### config.mk
export PLATFORM = sky130hd
export DESIGN_NAME = gwfc_square
export DESIGN_NICKNAME = d
export VERILOG_FILES = /design/src/rtl/geodesic_window_filter_check_unit_assert.svh /design/src/rtl/gwfc_pkg.sv /design/src/rtl/gwfc_square.sv
export SDC_FILE = /design/constraint.sdc
export NUM_CORES = 2
export LEC_CHECK = 0
export BUFFER_PORTS_ARGS = -buffer_cell sky130_fd_sc_hd__buf_2
export CORE_UTILIZATION = 40
export DETAILED_ROUTE_END_ITERATION = 6
export PLACE_DENSITY = 0.54
export SLEW_MARGIN = 20
export SYNTH_ARGS = -nofsm -noshare
export SYNTH_HDL_FRONTEND = slang
export SYNTH_SLANG_ARGS = --single-unit
### constraint.sdc
create_clock -name clk -period 8.8 [get_ports clk]
set_input_delay 1.32 -clock clk [delete_from_list [all_inputs] [get_ports clk]]
set_output_delay 1.32 -clock clk [all_outputs]
set_load 0.02 [all_outputs]
### src/rtl/geodesic_window_filter_check_unit_assert.svh
// ----------------------------------------------------------------------------
// geodesic window filter check assertion macros
// shared concurrent assertion forms, clocked on clk, disabled in reset
// ----------------------------------------------------------------------------
`ifndef GEODESIC_WINDOW_FILTER_CHECK_UNIT_ASSERT_SVH
`define GEODESIC_WINDOW_FILTER_CHECK_UNIT_ASSERT_SVH

// same-cycle implication
`define ASSERT_IMPLIES(label, ante, cons, msg) \
	label: assert property (@(posedge clk) disable iff (!arst_n) (ante) |-> (cons)) \
		else $error(msg);

// next-cycle implication
`define ASSERT_NEXT(label, ante, cons, msg) \
	label: assert property (@(posedge clk) disable iff (!arst_n) (ante) |=> (cons)) \
		else $error(msg);

`endif

### src/rtl/gwfc_pkg.sv
// ----------------------------------------------------------------------------
// gwfc_pkg
// widths, constants and register map of the geodesic window filter check
// ----------------------------------------------------------------------------
`timescale 1ns / 1ps
`default_nettype none

package gwfc_pkg;

	localparam int FRAC_BITS       = 16;
	localparam int UNREACHED_UNITS = 10000;
	localparam int PROP_BITS       = 16;

	// field widths
	localparam int FLAGS_W = 2;
	localparam int LEN_W   = 31;
	localparam int PROP_W  = 17;
	localparam int COORD_W = 32;
	localparam int DIST_W  = 31;

	// flag bits
	localparam int FLAG_PSEUDO = 0;
	localparam int FLAG_LEFT   = 1;

	// datapath widths
	localparam int PROD_W  = PROP_W + LEN_W;
	localparam int POS_W   = PROD_W - PROP_BITS;
	localparam int DIFF_W  = POS_W + 3;
	localparam int MAG_W   = POS_W + 2;
	localparam int SQ_W    = 2 * MAG_W;
	localparam int SUM_W   = SQ_W + 1;
	localparam int ROOT_W  = (SUM_W + 1) / 2;
	localparam int CMP_W   = ROOT_W + 2;
	localparam int DETA_W  = ROOT_W + 2;
	localparam int DMAG_W  = DETA_W - 1;
	localparam int DSQ_W   = 2 * DMAG_W;

	// register map
	localparam int PADDR_W = 2;
	localparam int PDATA_W = 32;
	localparam logic [PADDR_W-1:0] ADDR_LIMIT = PADDR_W'(0);

	localparam longint LIMIT_RAW = longint'(UNREACHED_UNITS) << FRAC_BITS;
	localparam longint LIMIT_MAX = 64'h7FFF_FFFF;
	localparam logic [DIST_W-1:0] LIMIT_RESET =
		(LIMIT_RAW > LIMIT_MAX) ? DIST_W'(LIMIT_MAX) : DIST_W'(LIMIT_RAW);

endpackage

`default_nettype wire

### src/rtl/gwfc_square.sv
// ----------------------------------------------------------------------------
// gwfc_square
// two-stage unsigned squarer built from half-width partial products
// ----------------------------------------------------------------------------
`timescale 1ns / 1ps
`default_nettype none

module gwfc_square #(
	parameter int W = gwfc_pkg::MAG_W
) (
	input  logic           clk,
	input  logic           en,
	input  logic [W-1:0]   a,
	output logic [2*W-1:0] y
);
	localparam int LO_W = W / 2;
	localparam int HI_W = W - LO_W;

	logic [HI_W-1:0]      hi;
	logic [LO_W-1:0]      lo;
	logic [2*HI_W-1:0]    hh_s1;
	logic [HI_W+LO_W-1:0] hl_s1;
	logic [2*LO_W-1:0]    ll_s1;
	logic [2*W-1:0]       y_s2;

	assign hi = a[W-1:LO_W];
	assign lo = a[LO_W-1:0];

	always_ff @(posedge clk) begin
		if (en) begin
			hh_s1 <= (2*HI_W)'(hi) * (2*HI_W)'(hi);
			hl_s1 <= (HI_W+LO_W)'(hi) * (HI_W+LO_W)'(lo);
			ll_s1 <= (2*LO_W)'(lo) * (2*LO_W)'(lo);
		end
	end

	// (h*2^k + l)^2 = h^2*2^2k + 2hl*2^k + l^2
	always_ff @(posedge clk) begin
		if (en) begin
			y_s2 <= ((2*W)'(hh_s1) << (2*LO_W)) + ((2*W)'(hl_s1) << (LO_W+1))
				+ (2*W)'(ll_s1);
		end
	end

	assign y = y_s2;

endmodule

`default_nettype wire

Word level (Yosys, flattened, before mapping)
Index checks and enable logic that the tools add are counted.
{ "op_classes": {"addsub": 2, "mul": 3, "n_div": 0, "order_cmp": 0, "n_eq_ne": 0, "n_shift": 0, "n_mux": 0, "n_bitwise": 0, "reduce_logical": 0} }
{ "op_table": {"columns": ["cell", "n"], "rows": [
  ["$mul 17x17->34", 3],
  ["$add 68x34->68", 1],
  ["$add 68x52->68", 1]
]} }
{ "word_totals": {"register_bits": 170, "latchBits": 0, "ramBits": 0, "romBits": 0, "input_bits": 36, "output_inout_bits": 68, "elab_cells": 9, "n_memories": 0} }

Longest topological paths before layout
{ "logic_depth": {"depth_word": 2, "ltp_mapped": 26, "mapped_depth_nobuf": 24} }

Worst setup path before layout
No wires, ideal clock.
{ "synth_path": {"path_kind": "input-to-reg", "startpoint": "input port a[20]", "endpoint": "register hh_s1[32] (data pin)", "setup_ps": 262, "arrival_time_ps": 7223, "t_required_ps": 8538, "slack_ps": 1315, "cell_stages": 21, "n_path_buf": 2, "cell_sequence": "clkbuf_1 -> clkbuf_1 -> nand2_1 -> fa_1 -> fa_1 -> fa_1 -> inv_1 -> fa_1 -> fa_1 -> inv_1 -> fa_1 -> inv_1 -> ha_1 -> a21o_1 -> a211o_1 -> or4_4 -> a221oi_4 -> o211a_4 -> nor2_2 -> a2111oi_4 -> xnor2_1"} }
{ "synth_between": {"elab_chain_cells": 1} }
{ "synth_rtl": {"columns": ["item", "line", "rtl"], "rows": [
  ["start: declaration", "gwfc_square.sv:13", "input logic [W-1:0] a,"],
  ["$mul 17x17->34", "gwfc_square.sv:31", "hh_s1 <= (2*HI_W)'(hi) * (2*HI_W)'(hi);"],
  ["end signal: assignment", "gwfc_square.sv:31", null],
  ["end: declaration", "gwfc_square.sv:21", "logic [2*HI_W-1:0] hh_s1;"]
]} }
Every way passes these cells.
A chain may end at the register's enable or synchronous reset.

Worst setup path in the final report
{ "layout_path": {"startpoint": "input port a[27]", "endpoint": "register hh_s1[31] (data pin)"} }
Same word-level chain as after synthesis.

==> summary.txt <==
Run status -> complete, no violations
Number of rows created at floorplan -> 105
Inserted Clock Buffers -> 17
Initial core utilization -> 0.404
Kind of end point of the critical path -> flip-flop
Number of nets with antenna violations after detailed routing -> 0
Number of antenna violations at the first check in global routing -> 1
Proportion of synthesized chip area in sequential cells -> 0.151
H-tree levels -> 4
Leading cell types by total area after synthesis -> sky130_fd_sc_hd__fa_1 37%, sky130_fd_sc_hd__edfxtp_1 15%, sky130_fd_sc_hd__ha_1 13%
Setup repair after global routing missed its margin -> false
Clock tree skew after final layout -> 0.0233 ns
Slew at the pin closest to its max-slew limit -> 0.896 ns
CP delay by family, top -> adder cells
Share of post-route cells with drive strength above 1 -> 0.0581
Layout net count -> 4517
Per-instance average area after synthesis -> 9.53 sq um
Final Hold Vio Count -> 0
Clock-pin slew on the worst setup and hold paths -> 0.08 ns
Proportion of netlist area held by the largest area contributor -> 0.367
Number of standard cells after synthesis -> 3473
Setup Fix Bufs, Post-CTS -> 0
Number of clock sinks seen by CTS -> 167
Total track usage -> 0.199
Arrival @ worst endpoint -> 7.76 ns
Hold path endpoint -> y[5]
Total Wirelength -> 77700 um
CTS Hold Buffers Added -> 0
Reg-to-reg slack, setup -> 4.95 ns
Buffer cell driving the clock tree root -> sky130_fd_sc_hd__clkbuf_16
Async set or reset register ratio after synthesis -> 0
Critical Setup Path Class -> input port to flip-flop
Unique masters post-synth -> 69
Worst hold start -> ll_s1[5]
Capture point of the worst reg-to-reg path -> y[62]
Number of cells on the worst reg-to-reg path -> 12
Library cell contributing the largest single delay on the critical path -> sky130_fd_sc_hd__fa_1
DR pass1 iterations -> 7
Count of buffers from port buffering -> 102
Deepest clock path buffer count -> 2
Die Outline Area -> 83900 sq um
Hold_ws -> 0.422 ns
Initial DRC Count -> 1185
Critical-path cell list -> buf_2, buf_4, nand2_1, fa_1, inv_1, fa_1, inv_1, fa_1, inv_1, fa_1, fa_1, inv_1, fa_1, inv_1, ha_1, a21o_1, a21o_1, a21o_1, nor3_1, a21oi_1, o21ai_0, nor4_1, a2111oi_0, xnor2_1
Depth of the worst hold-timing path -> 0
Die width -> 290 um
Count of filler cells inserted in the layout -> 8174
Wire length of the first global-routing pass -> 130000 um
Die height -> 290 um
Source-to-sink clock delay at the later pin of the worst-skew pair -> 0.49 ns
Via count -> 22400
Post-CTS sizing -> 0
GRT met1 Usage -> 0.274
Final max-slew violation count -> 0
Reported max-cap violation count -> 0
Floorplan core area -> 82000 sq um
Type of the most critical hold path -> flip-flop to flip-flop
Primary flip-flop cell chosen by synthesis mapping -> sky130_fd_sc_hd__edfxtp_1
Post-route fraction of the period consumed by the critical path -> 0.855
CP Buf/Inv Count -> 7
Average wire length per cell after detail routing -> 16.9 um
Worst setup SP type -> input port
# setup viols final -> 0
Grt met3 use -> 0.0204
Cell seen most often among critical-path stages -> sky130_fd_sc_hd__fa_1
Layer with the highest usage after global routing -> met2
Maximum fanout along the worst path -> 21
Synthesis-to-finish area growth -> 7.16%
Leading area contributor after synthesis -> sky130_fd_sc_hd__fa_1
Worst-case headroom to the max-slew limit -> 0.399
Maximum number of pins on one net before global-route repair -> 85
Post-detailed-route via-to-cell ratio -> 4.88
Met2 track demand over resource in global routing -> 0.340
Net Count, Synth -> 4472
Critical path origin -> a[27]
Post-synth EDFFs -> 167
Total half-perimeter wirelength after legalization and detailed placement -> 62900 um
Synthesis warning total -> 0
Combined area of all synthesized cells -> 33100 sq um
Clock tree from TritonCTS -> built
Largest incremental delay on the critical path -> 0.54 ns
Number of top-level pins -> 104
Total negative setup slack -> 0 ns
Final critical delay including setup and external delays -> 7.52 ns
Number of inserted diodes -> 0
Reg-to-reg startpoint -> ll_s1[18]
Number of design rule violations left after detail routing -> 0
Via count of the first global-routing pass -> 24200
Achievable frequency -> 133 MHz
Aggregate global routing overflow -> 0
Synth Register Bits -> 167
Gpl congestion -> 0.851
Required arrival time at the worst endpoint -> 9.04 ns
==> worst max path at each step <==
| stage | end | slack (ns) | cells after the start |
|---|---|---|---|
| 3_3_place_gp | ll_s1[29] | 0.76 | 22 |
| 4_1_cts | hh_s1[32] | 1.29 | 21 |
| 2_1_floorplan | hh_s1[32] | 1.31 | 21 |
| 5_1_grt | hh_s1[31] | 0.93 | 24 |
| 6_report | hh_s1[31] | 1.28 | 24 |
| 3_5_place_dp | hh_s1[32] | 0.73 | 21 |
==> synthesized netlist by cell type, types with 3 or more instances <==
library cell and instances:
sky130_fd_sc_hd__inv_1 864, sky130_fd_sc_hd__fa_1 607, sky130_fd_sc_hd__nand2_1 389, sky130_fd_sc_hd__ha_1 356
sky130_fd_sc_hd__and2_1 238, sky130_fd_sc_hd__edfxtp_1 167, sky130_fd_sc_hd__clkbuf_1 126, sky130_fd_sc_hd__a21oi_1 108
sky130_fd_sc_hd__xnor2_1 103, sky130_fd_sc_hd__nor2_1 94, sky130_fd_sc_hd__o21ai_0 62, sky130_fd_sc_hd__a21o_1 60
sky130_fd_sc_hd__xor2_1 44, sky130_fd_sc_hd__nand3_1 23, sky130_fd_sc_hd__nor2b_1 22, sky130_fd_sc_hd__o21a_1 22
sky130_fd_sc_hd__o21bai_1 21, sky130_fd_sc_hd__nand4_1 17, sky130_fd_sc_hd__and3_1 15, sky130_fd_sc_hd__a211oi_1 12
sky130_fd_sc_hd__a31oi_1 11, sky130_fd_sc_hd__nand2b_1 11, sky130_fd_sc_hd__nor3_1 8, sky130_fd_sc_hd__o31ai_1 7
sky130_fd_sc_hd__o31a_1 6, sky130_fd_sc_hd__or2_2 6, sky130_fd_sc_hd__and4_1 4, sky130_fd_sc_hd__o41ai_1 4
sky130_fd_sc_hd__a2111oi_0 3, sky130_fd_sc_hd__a211o_1 3, sky130_fd_sc_hd__a221o_1 3, sky130_fd_sc_hd__a41o_1 3
sky130_fd_sc_hd__o211ai_1 3, sky130_fd_sc_hd__o21ai_1 3, sky130_fd_sc_hd__o311a_1 3, sky130_fd_sc_hd__or3_1 3
==> kinds of logic (layout without fill, tap and decap cells) <==
kind of cell | after synthesis | count (layout) | synth area share
fa+ha+maj | 963 | 963 | 0.502
buf+inv | 993 | 1051 | 0.113
flops | 167 | 167 | 0.151
compound gates | 360 | 360 | 0.0724
mux | 4 | 4 | 0.00128
simple gates | 838 | 838 | 0.122
other cells | 1 | 1 | 0.000113
xor+xnor | 147 | 147 | 0.0389
==> layer usage <==
layer	part of all wire	vias up
li1	-	10700
met1	0.47	11300
met2	0.49	362
met3	0.032	62
met4	0.013	0
met5	0	-
==> metrics by stage <==
stage	instance area [sq um]	util	setup WS, ns	instances
finish	35500	0.433	1.28	4601
floorplan	33100	-	1.31	3473
detailed placement	34900	0.426	0.732	4569
CTS	35500	0.433	1.29	4601
global route	35500	0.433	0.934	4601
global placement	34900	0.426	0.757	4569
==> cell type report <==
class | instances | area (sq um) | area share
repair buffers | 155 | 942 | 0.0266
clock inverters | 15 | 153 | 0.00430
inverters | 864 | 3240 | 0.0914
multi-input cells | 2313 | 24400 | 0.687
flip-flops and latches | 167 | 5010 | 0.141
well taps | 1070 | 1340 | 0.0377
clock buffers | 17 | 425 | 0.0120
==> flip-flops by register name, summed over array words and instances (netlist names) <==
signal and count:
ll_s1 33, hh_s1 33, hl_s1 34, y 67
==> placed cells by master (no fill, tap or decap), types with 7 or more instances in the layout <==
| cell | instances |
|---|---|
| sky130_fd_sc_hd__a211oi_1 | 12 |
| sky130_fd_sc_hd__nand4_1 | 17 |
| sky130_fd_sc_hd__o21ai_0 | 62 |
| sky130_fd_sc_hd__xnor2_1 | 103 |
| sky130_fd_sc_hd__a21oi_1 | 108 |
| sky130_fd_sc_hd__nor3_1 | 8 |
| sky130_fd_sc_hd__edfxtp_1 | 167 |
| sky130_fd_sc_hd__buf_2 | 101 |
| sky130_fd_sc_hd__nor2b_1 | 22 |
| sky130_fd_sc_hd__fa_1 | 607 |
| sky130_fd_sc_hd__a31oi_1 | 11 |
| sky130_fd_sc_hd__inv_6 | 7 |
| sky130_fd_sc_hd__ha_1 | 356 |
| sky130_fd_sc_hd__a21o_1 | 60 |
| sky130_fd_sc_hd__nand2_1 | 389 |
| sky130_fd_sc_hd__xor2_1 | 44 |
| sky130_fd_sc_hd__nand3_1 | 23 |
| sky130_fd_sc_hd__clkbuf_16 | 17 |
| sky130_fd_sc_hd__o21bai_1 | 21 |
| sky130_fd_sc_hd__and2_1 | 238 |
| sky130_fd_sc_hd__inv_1 | 864 |
| sky130_fd_sc_hd__o31ai_1 | 7 |
| sky130_fd_sc_hd__o21a_1 | 22 |
| sky130_fd_sc_hd__and3_1 | 15 |
| sky130_fd_sc_hd__buf_4 | 51 |
| sky130_fd_sc_hd__nand2b_1 | 11 |
| sky130_fd_sc_hd__nor2_1 | 94 |
Power is left out: the tool's default activity adds up to more than one toggle a clock period on the data nets, which glitch-free logic cannot reach.
